File: config.mk
export PLATFORM = sky130hd
export DESIGN_NAME = batch_median_ema_filter
export DESIGN_NICKNAME = d
export VERILOG_FILES = /design/src/rtl/bmef_pkg.sv /design/src/rtl/bmef_dp.sv /design/src/rtl/bmef_ctrl.sv /design/src/rtl/batch_median_ema_filter.sv
export SDC_FILE = /design/constraint.sdc
export NUM_CORES = 2
export LEC_CHECK = 0
export ABC_CLOCK_PERIOD_IN_PS = 10400
export BUFFER_PORTS_ARGS = -buffer_cell sky130_fd_sc_hd__clkbuf_2
export CAP_MARGIN = 20
export CORE_ASPECT_RATIO = 1.75
export CORE_MARGIN = 2
export CORE_UTILIZATION = 40
export DETAILED_ROUTE_END_ITERATION = 8
export PLACE_DENSITY_LB_ADDON = 0.2
export SLEW_MARGIN = 10
export SYNTH_ARGS = -nofsm -noshare
export SYNTH_HDL_FRONTEND = slang
export SYNTH_SLANG_ARGS = --single-unit
File: constraint.sdc
create_clock -name aclk -period 10.4 [get_ports aclk]
set_input_delay 2.08 -clock aclk [delete_from_list [all_inputs] [get_ports aclk]]
set_output_delay 2.08 -clock aclk [all_outputs]
set_load 0.1 [all_outputs]
File: src/rtl/bmef_pkg.sv
// Shared constants, command/status structs and codes for the batch median
// and moving-average filter. No dependencies; used by every file in rtl/.
package bmef_pkg;

    // Batch and sample geometry
    localparam int unsigned BATCH_SIZE  = 7;
    localparam int unsigned SAMPLE_BITS = 16;
    localparam int unsigned IDX_W       = $clog2(BATCH_SIZE);
    localparam int unsigned CNT_W       = $clog2(BATCH_SIZE + 1);
    localparam int unsigned MID_RANK    = BATCH_SIZE / 2;

    // Port field widths
    localparam int unsigned IN_W        = 16;
    localparam int unsigned PPM_W       = 16;
    localparam int unsigned FILL_OUT_W  = 3;
    localparam int unsigned S_TDATA_W   = 16;
    localparam int unsigned M_TDATA_W   = 24;
    localparam int unsigned M_TUSER_W   = 2;
    localparam int unsigned TDATA_PAD_W = M_TDATA_W - PPM_W - FILL_OUT_W;

    // Arithmetic widths: average in milli-units, update accumulator, shared multiplier
    localparam int unsigned AVG_W       = 26;
    localparam int unsigned ACC_W       = 30;
    localparam int unsigned MUL_B_W     = 31;
    localparam int unsigned PROD_W      = ACC_W + MUL_B_W;

    localparam int unsigned MILLI_SCALE = 1000;
    localparam int unsigned UPD_ROUND   = 5;
    localparam int unsigned OUT_ROUND   = 500;

    // Reciprocals: floor(x/10) = (x*RECIP10) >> 34 for x < 2^30,
    // floor(x/1000) = (x*RECIP1000) >> 36 for x < 2^26.
    localparam int unsigned RECIP10         = 1717986919;
    localparam int unsigned RECIP10_SHIFT   = 34;
    localparam int unsigned RECIP1000       = 68719477;
    localparam int unsigned RECIP1000_SHIFT = 36;

    // Multiplier operand select codes
    localparam logic [1:0] MUL_SEL_MILLI = 2'd0;
    localparam logic [1:0] MUL_SEL_DIV10 = 2'd1;
    localparam logic [1:0] MUL_SEL_DIV1K = 2'd2;

    typedef struct packed {
        logic       store_we;   // write sample, advance fill count
        logic       scan_step;  // test one median candidate
        logic       mul_en;     // load product register
        logic [1:0] mul_sel;    // operand pair for the multiplier
        logic       avg_seed;   // seed average from scaled median
        logic       acc_init;   // acc = 3*scaled median + 5
        logic       acc_add;    // acc += 7*average
        logic       avg_div;    // average = acc / 10
        logic       rnd_load;   // acc = average + 500
        logic       ppm_load;   // rounded ppm = acc / 1000
        logic       out_load;   // capture result into output register
    } bmef_cmd_t;

    typedef struct packed {
        logic last;    // incoming sample completes the batch
        logic found;   // current candidate is the median
        logic seeded;  // average has been seeded
    } bmef_status_t;

endpackage

File: src/rtl/bmef_dp.sv
// Datapath of the batch median filter: sample store, median scan, shared
// multiplier, average and output registers. Depends on bmef_pkg.
module bmef_dp (
    input  logic                                aclk,
    input  logic                                aresetn,
    input  logic [bmef_pkg::IN_W-1:0]           sample,
    input  bmef_pkg::bmef_cmd_t                 cmd,
    output bmef_pkg::bmef_status_t              status,
    output logic [bmef_pkg::PPM_W-1:0]          out_ppm,
    output logic                                out_valid_flag,
    output logic                                out_done,
    output logic [bmef_pkg::FILL_OUT_W-1:0]     out_fill
);

    logic [bmef_pkg::SAMPLE_BITS-1:0] store_reg [bmef_pkg::BATCH_SIZE];
    logic [bmef_pkg::IDX_W-1:0]       fill_reg;
    logic                             done_reg;
    logic                             seeded_reg;
    logic [bmef_pkg::IDX_W-1:0]       scan_idx_reg;
    logic [bmef_pkg::SAMPLE_BITS-1:0] med_reg;
    logic [bmef_pkg::PROD_W-1:0]      prod_reg;
    logic [bmef_pkg::ACC_W-1:0]       acc_reg;
    logic [bmef_pkg::AVG_W-1:0]       avg_reg;
    logic [bmef_pkg::PPM_W-1:0]       ppm_reg;

    logic [bmef_pkg::PPM_W-1:0]       out_ppm_reg;
    logic                             out_valid_reg;
    logic                             out_done_reg;
    logic [bmef_pkg::FILL_OUT_W-1:0]  out_fill_reg;

    logic [bmef_pkg::SAMPLE_BITS-1:0] cand;
    logic [bmef_pkg::CNT_W-1:0]       lt_cnt;
    logic [bmef_pkg::CNT_W-1:0]       le_cnt;
    logic                             match;
    logic [bmef_pkg::ACC_W-1:0]       mul_a;
    logic [bmef_pkg::MUL_B_W-1:0]     mul_b;
    logic [bmef_pkg::AVG_W-1:0]       med_milli;
    logic [bmef_pkg::CNT_W-1:0]       shown;
    logic                             last;

    assign last = (fill_reg == bmef_pkg::IDX_W'(bmef_pkg::BATCH_SIZE - 1));

    // Rank test of one candidate against the whole batch
    assign cand = store_reg[scan_idx_reg];
    always_comb begin
        lt_cnt = '0;
        le_cnt = '0;
        for (int j = 0; j < bmef_pkg::BATCH_SIZE; j++) begin
            lt_cnt = lt_cnt + bmef_pkg::CNT_W'(store_reg[j] <  cand);
            le_cnt = le_cnt + bmef_pkg::CNT_W'(store_reg[j] <= cand);
        end
    end
    assign match = (lt_cnt <= bmef_pkg::CNT_W'(bmef_pkg::MID_RANK)) &&
                   (le_cnt >  bmef_pkg::CNT_W'(bmef_pkg::MID_RANK));

    // Shared multiplier operands
    always_comb begin
        unique case (cmd.mul_sel)
            bmef_pkg::MUL_SEL_MILLI: begin
                mul_a = bmef_pkg::ACC_W'(med_reg);
                mul_b = bmef_pkg::MUL_B_W'(bmef_pkg::MILLI_SCALE);
            end
            bmef_pkg::MUL_SEL_DIV10: begin
                mul_a = acc_reg;
                mul_b = bmef_pkg::MUL_B_W'(bmef_pkg::RECIP10);
            end
            bmef_pkg::MUL_SEL_DIV1K: begin
                mul_a = acc_reg;
                mul_b = bmef_pkg::MUL_B_W'(bmef_pkg::RECIP1000);
            end
            default: begin
                mul_a = acc_reg;
                mul_b = '0;
            end
        endcase
    end

    assign med_milli = prod_reg[bmef_pkg::AVG_W-1:0];
    assign shown     = done_reg ? bmef_pkg::CNT_W'(bmef_pkg::BATCH_SIZE)
                                : bmef_pkg::CNT_W'(fill_reg);

    // Sample store: written only, no reset
    always_ff @(posedge aclk) begin
        if (cmd.store_we) begin
            store_reg[fill_reg] <= sample[bmef_pkg::SAMPLE_BITS-1:0];
        end
    end

    // Control-visible state
    always_ff @(posedge aclk) begin
        if (!aresetn) begin
            fill_reg     <= '0;
            done_reg     <= 1'b0;
            seeded_reg   <= 1'b0;
            scan_idx_reg <= '0;
            avg_reg      <= '0;
            ppm_reg      <= '0;
        end else begin
            if (cmd.store_we) begin
                scan_idx_reg <= '0;
                done_reg     <= last;
                fill_reg     <= last ? '0 : fill_reg + bmef_pkg::IDX_W'(1);
            end
            if (cmd.scan_step) begin
                scan_idx_reg <= scan_idx_reg + bmef_pkg::IDX_W'(1);
            end
            if (cmd.avg_seed) begin
                avg_reg    <= med_milli;
                seeded_reg <= 1'b1;
            end
            if (cmd.avg_div) begin
                avg_reg <= prod_reg[bmef_pkg::RECIP10_SHIFT +: bmef_pkg::AVG_W];
            end
            if (cmd.ppm_load) begin
                ppm_reg <= prod_reg[bmef_pkg::RECIP1000_SHIFT +: bmef_pkg::PPM_W];
            end
        end
    end

    // Working registers
    always_ff @(posedge aclk) begin
        if (cmd.scan_step && match) begin
            med_reg <= cand;
        end
        if (cmd.mul_en) begin
            prod_reg <= bmef_pkg::PROD_W'(mul_a) * bmef_pkg::PROD_W'(mul_b);
        end
        if (cmd.acc_init) begin
            acc_reg <= bmef_pkg::ACC_W'({med_milli, 1'b0}) + bmef_pkg::ACC_W'(med_milli)
                     + bmef_pkg::ACC_W'(bmef_pkg::UPD_ROUND);
        end else if (cmd.acc_add) begin
            acc_reg <= acc_reg + bmef_pkg::ACC_W'({avg_reg, 3'b000})
                     - bmef_pkg::ACC_W'(avg_reg);
        end else if (cmd.rnd_load) begin
            acc_reg <= bmef_pkg::ACC_W'(avg_reg) + bmef_pkg::ACC_W'(bmef_pkg::OUT_ROUND);
        end
        if (cmd.out_load) begin
            out_ppm_reg   <= ppm_reg;
            out_valid_reg <= seeded_reg;
            out_done_reg  <= done_reg;
            out_fill_reg  <= bmef_pkg::FILL_OUT_W'(shown);
        end
    end

    assign status.last   = last;
    assign status.found  = match;
    assign status.seeded = seeded_reg;

    assign out_ppm        = out_ppm_reg;
    assign out_valid_flag = out_valid_reg;
    assign out_done       = out_done_reg;
    assign out_fill       = out_fill_reg;

endmodule

File: src/rtl/bmef_ctrl.sv
// Sequencer of the batch median filter: handshakes and datapath commands.
// Depends on bmef_pkg.
module bmef_ctrl (
    input  logic                   aclk,
    input  logic                   aresetn,
    input  logic                   s_tvalid,
    output logic                   s_tready,
    output logic                   m_tvalid,
    input  logic                   m_tready,
    input  bmef_pkg::bmef_status_t status,
    output bmef_pkg::bmef_cmd_t    cmd
);

    localparam logic [3:0] ST_IDLE  = 4'd0;
    localparam logic [3:0] ST_SCAN  = 4'd1;
    localparam logic [3:0] ST_SCALE = 4'd2;
    localparam logic [3:0] ST_UPD   = 4'd3;
    localparam logic [3:0] ST_ACC   = 4'd4;
    localparam logic [3:0] ST_DIV   = 4'd5;
    localparam logic [3:0] ST_AVG   = 4'd6;
    localparam logic [3:0] ST_ROUND = 4'd7;
    localparam logic [3:0] ST_MULR  = 4'd8;
    localparam logic [3:0] ST_PPM   = 4'd9;
    localparam logic [3:0] ST_PUSH  = 4'd10;

    logic [3:0] state_reg;
    logic [3:0] state_next;
    logic       m_tvalid_reg;
    logic       m_tvalid_next;
    logic       out_free;

    assign s_tready = (state_reg == ST_IDLE);
    assign m_tvalid = m_tvalid_reg;
    assign out_free = !m_tvalid_reg || m_tready;

    always_comb begin
        state_next = state_reg;
        cmd        = '0;
        cmd.mul_sel = bmef_pkg::MUL_SEL_MILLI;
        unique case (state_reg)
            ST_IDLE: begin
                if (s_tvalid) begin
                    cmd.store_we = 1'b1;
                    state_next   = status.last ? ST_SCAN : ST_PUSH;
                end
            end
            ST_SCAN: begin
                cmd.scan_step = 1'b1;
                if (status.found) begin
                    state_next = ST_SCALE;
                end
            end
            ST_SCALE: begin
                cmd.mul_en  = 1'b1;
                cmd.mul_sel = bmef_pkg::MUL_SEL_MILLI;
                state_next  = ST_UPD;
            end
            ST_UPD: begin
                if (status.seeded) begin
                    cmd.acc_init = 1'b1;
                    state_next   = ST_ACC;
                end else begin
                    cmd.avg_seed = 1'b1;
                    state_next   = ST_ROUND;
                end
            end
            ST_ACC: begin
                cmd.acc_add = 1'b1;
                state_next  = ST_DIV;
            end
            ST_DIV: begin
                cmd.mul_en  = 1'b1;
                cmd.mul_sel = bmef_pkg::MUL_SEL_DIV10;
                state_next  = ST_AVG;
            end
            ST_AVG: begin
                cmd.avg_div = 1'b1;
                state_next  = ST_ROUND;
            end
            ST_ROUND: begin
                cmd.rnd_load = 1'b1;
                state_next   = ST_MULR;
            end
            ST_MULR: begin
                cmd.mul_en  = 1'b1;
                cmd.mul_sel = bmef_pkg::MUL_SEL_DIV1K;
                state_next  = ST_PPM;
            end
            ST_PPM: begin
                cmd.ppm_load = 1'b1;
                state_next   = ST_PUSH;
            end
            ST_PUSH: begin
                if (out_free) begin
                    cmd.out_load = 1'b1;
                    state_next   = ST_IDLE;
                end
            end
            default: begin
                state_next = ST_IDLE;
            end
        endcase
    end

    always_comb begin
        m_tvalid_next = m_tvalid_reg;
        if (cmd.out_load) begin
            m_tvalid_next = 1'b1;
        end else if (m_tready) begin
            m_tvalid_next = 1'b0;
        end
    end

    always_ff @(posedge aclk) begin
        if (!aresetn) begin
            state_reg    <= ST_IDLE;
            m_tvalid_reg <= 1'b0;
        end else begin
            state_reg    <= state_next;
            m_tvalid_reg <= m_tvalid_next;
        end
    end

endmodule

File: src/rtl/batch_median_ema_filter.sv
// Top level of the batch median / moving-average filter: ties the sequencer
// to the datapath. Depends on bmef_pkg, bmef_ctrl and bmef_dp.
//
//  Channel  Dir  Handshake          Payload
//  -------  ---  -----------------  ---------------------------------------------
//  s_       in   s_tvalid/s_tready  s_tdata[15:0] raw_ppm
//  m_       out  m_tvalid/m_tready  m_tdata: filtered_ppm, fill_count
//                                   m_tuser: filtered_valid, batch_done
//
// A sample that does not complete a batch is accepted, then loaded as the
// result once the output register is free. The sample that completes a
// batch runs the median scan, one rank test per cycle over the stored
// entries, then the shared 30x31 multiplier sequence: scale, seed the
// average (first batch) or update and divide it (once seeded), then round.
// Reset (aresetn low, synchronous) clears fill count, average and flags;
// the sample store holds no reset value and is always written before use.
// The result waits in the output register while the next sample is taken;
// a new result is held back only while the previous one is still unaccepted.
module batch_median_ema_filter (
    input  logic                              aclk,
    input  logic                              aresetn,
    input  logic                              s_tvalid,
    output logic                              s_tready,
    input  logic [bmef_pkg::S_TDATA_W-1:0]    s_tdata,   // [15:0] raw_ppm
    output logic                              m_tvalid,
    input  logic                              m_tready,
    output logic [bmef_pkg::M_TDATA_W-1:0]    m_tdata,   // [15:0] filtered_ppm,
                                                         // [18:16] fill_count
    output logic [bmef_pkg::M_TUSER_W-1:0]    m_tuser    // [0] filtered_valid,
                                                         // [1] batch_done
);

    bmef_pkg::bmef_cmd_t                 cmd;
    bmef_pkg::bmef_status_t              status;
    logic [bmef_pkg::PPM_W-1:0]          out_ppm;
    logic                                out_valid_flag;
    logic                                out_done;
    logic [bmef_pkg::FILL_OUT_W-1:0]     out_fill;

    // Sequencer: owns both handshakes, issues one command set per cycle
    bmef_ctrl u_ctrl (
        .aclk     (aclk),
        .aresetn  (aresetn),
        .s_tvalid (s_tvalid),
        .s_tready (s_tready),
        .m_tvalid (m_tvalid),
        .m_tready (m_tready),
        .status   (status),
        .cmd      (cmd)
    );

    // Datapath: store, median scan, average update, output register
    bmef_dp u_dp (
        .aclk           (aclk),
        .aresetn        (aresetn),
        .sample         (s_tdata[bmef_pkg::IN_W-1:0]),
        .cmd            (cmd),
        .status         (status),
        .out_ppm        (out_ppm),
        .out_valid_flag (out_valid_flag),
        .out_done       (out_done),
        .out_fill       (out_fill)
    );

    // Pack the result transaction, zero fill to whole bytes
    assign m_tdata = {{bmef_pkg::TDATA_PAD_W{1'b0}}, out_fill, out_ppm};
    assign m_tuser = {out_done, out_valid_flag};

endmodule
==> flow_metrics.env <==
export IMPL_synthFlopType="edfxtp_1"
export IMPL_critPathKind="register to register"
export IMPL_seq_area_frac_synth=0.2032
export IMPL_slew_viol_final=0
export IMPL_synth_cell_types=89
export IMPL_synth_area_mux_share=0.02285
export IMPL_vias=30060
export IMPL_critPathRequiredTime_ns=10.77
export IMPL_fin_nets=5418
export IMPL_seqCellArea_um2=8581
export IMPL_htree_levels=1
export IMPL_max_freq_mhz=100.4
export IMPL_wl_per_cell_um=25.19
export IMPL_max_stage_delay_ns=0.66
export IMPL_cap_violations=0
export IMPL_drtPass1Iterations=5
export IMPL_grt_remaining_overflow=0
export IMPL_yosys_warnings=0
export IMPL_rsz0062_at_grt="no"
export IMPL_drt_drc_violations_left=0
export IMPL_cp_data_arrival_time_ns=10.33
export IMPL_worstHoldPathType="register to register"
export IMPL_crit_top_cell="fa_1"
export IMPL_clock_skew_ns=0.05350
export IMPL_synth_xor_area_frac=0.03651
export IMPL_slew_headroom=0.2701
export IMPL_first_iter_violations=1527
export IMPL_cpMaxStageDelayCell="ha_1"
export IMPL_placed_area_um2=44540
export IMPL_synth_top_family_by_area="adder cells"
export IMPL_grt_first_pass_wirelength_um=209000
export IMPL_globalRouteTotalUtil=0.2652
export IMPL_core_area_um2=104700
export IMPL_hold_viol=0
export IMPL_area_growth_pct=7.951
export IMPL_portBuffers=42
export IMPL_setup_violations=0
export IMPL_die_y_um=433.8
export IMPL_first_global_vias=33210
export IMPL_synthCells=4162
export IMPL_drive_gt1_frac=0.06693
export IMPL_synth_compound_area_frac=0.1032
export IMPL_multi_input_area_um2=29870
export IMPL_avgSynthCellArea_um2=10.14
export IMPL_status="finished clean"
export IMPL_clock_path_buffers=3
export IMPL_clk_pin_slew_ns=0.08
export IMPL_synthArstFlopShare=0
export IMPL_clock_sinks=305
export IMPL_finalCritPeriodShare=0.9576
export IMPL_antenna_found_initial=1
export IMPL_diodes=0
export IMPL_largest_register_ff_count=128
export IMPL_synthSimpleGateAreaFrac=0.09098
export IMPL_worst_pin_slew_ns=1.091
export IMPL_synth_edf_count=247
export IMPL_ant_nets=0
export IMPL_tns_ns=0
export IMPL_ctsHoldBuffers=0
export IMPL_critPathLaunchType="register"
export IMPL_place_hpwl_um=122600
export IMPL_synth_fa_ha_area_frac=0.4507
export IMPL_netlist_area_um2=42220
export IMPL_die_w_um=249.6
export IMPL_cts_root_buffer="clkbuf_16"
export IMPL_num_fill_cells=10120
export IMPL_ys_ff_latch=305
export IMPL_rows=157
export IMPL_fin_util=0.4353
export IMPL_fin_area_um2=45580
export IMPL_cts_tree="done"
export IMPL_initial_core_util=0.4033
export IMPL_gp_congestion=1.044
export IMPL_insertion_delay_ns=0.65
export IMPL_end_kind="register"
export IMPL_hold_slack_ns=0.4292
export IMPL_die_area_um2=108300
export IMPL_grt_max_degree=55
export IMPL_period_needed_ns=9.959
export IMPL_drt_wl_total_um=141300
export IMPL_num_io_pins=48
export IMPL_cts_buffers=30
export IMPL_vias_per_cell=5.359
export IMPL_worst_path_max_fanout=17
cell usage after synthesis, drive strengths merged, types with 22 or more instances:
library cell	instances	area (um2)
o21a	58	435.4
a31oi	25	156.4
nand2b	53	331.6
o21bai	25	187.7
o211ai	42	320.3
fa	595	11910
nor2	138	520.5
a21oi	149	760.7
or2	22	140.1
nor3	42	220.2
a211oi	25	192.7
and2	39	244.0
o21ai	117	585.6
nand3	36	180.2
a21boi	23	172.7
o211a	27	270.3
nand2	280	1054
dfxtp	58	1161
nor2b	58	362.9
xnor2	129	1130
edfxtp	247	7417
ha	569	7119
mux4	32	720.7
nand4	39	244.0
inv	925	3472
xor2	47	411.6
a21o	78	585.6
clkbuf	85	319.1
per-layer routing:
metal  up-vias  part of all wire  GRT usage
met5         -                 0          0
met4         0              0.11     0.2329
met3       429             0.027    0.02006
met2       808              0.55     0.5225
met1     15030              0.31     0.2414
li1      13800                 -          -
logic make-up after synthesis:
group / count (synthesis)
xor+xnor: 176
buf+inv: 1032
flops: 305
mux: 56
fa+ha+maj: 1164
simple gates: 778
compound gates: 650
other cells: 1
stage by stage:
stage,worst slack [ns],instances
3_5_place_dp,-0.4046,5551
6_report,0.4414,5609
2_1_floorplan,0.6223,4166
5_1_grt,0.007784,5609
3_3_place_gp,-0.3468,5551
4_1_cts,0.02714,5607
cell type report:
cell class,count,area share
Inverter,926,0.07642
Timing Repair Buffer,142,0.02191
Clock buffer,36,0.01696
Multi-Input combinational cell,2829,0.6553
Sequential cell,305,0.1883
Tap cell,1351,0.03709
Clock inverter,20,0.004008
repair_timing:
action	in CTS	in global routing
cloned	0	0
endpoints found under the setup margin	5	9
setup buffers	0	0
resized for setup	3	12
placed cells by master (no fill, tap or decap), types with 42 or more instances in the layout:
cell type  Yosys  routed
a21o_1        78      78
buf_4          7      97
nand2b_1      53      53
nor2_1       137     134
a21oi_1      147     147
nand2_1      279     277
xnor2_1      129     129
clkbuf_2       0      42
fa_1         595     595
o21a_1        58      58
inv_1        925     923
o21ai_0      106     105
edfxtp_1     247     247
dfxtp_1       58      56
ha_1         569     567
nor2b_1       58      56
xor2_1        47      46
worst max-delay path: cells and delay by family, from the launching register on:
kind	cells	cell delay (ns)
xor+xnor	1	0.19
buf+inv	7	1.05
compound gates	7	1.52
flops	1	0.42
simple gates	7	1.64
fa+ha+maj	10	4.82
path summary, 6_finish.rpt:
check        slack, ns  cells past startpoint                start           endpoint
max reg2reg       0.44                     32  u_ctrl.state_reg[0]  u_dp.prod_reg[44]
min reg2reg       0.43                      0      u_dp.ppm_reg[6]    u_dp.out_ppm[6]
max               0.44                     32  u_ctrl.state_reg[0]  u_dp.prod_reg[44]
min               0.43                      0      u_dp.ppm_reg[6]    u_dp.out_ppm[6]
Power is left out: the tool's default activity adds up to more than one toggle a clock period on the data nets, which glitch-free logic cannot reach.
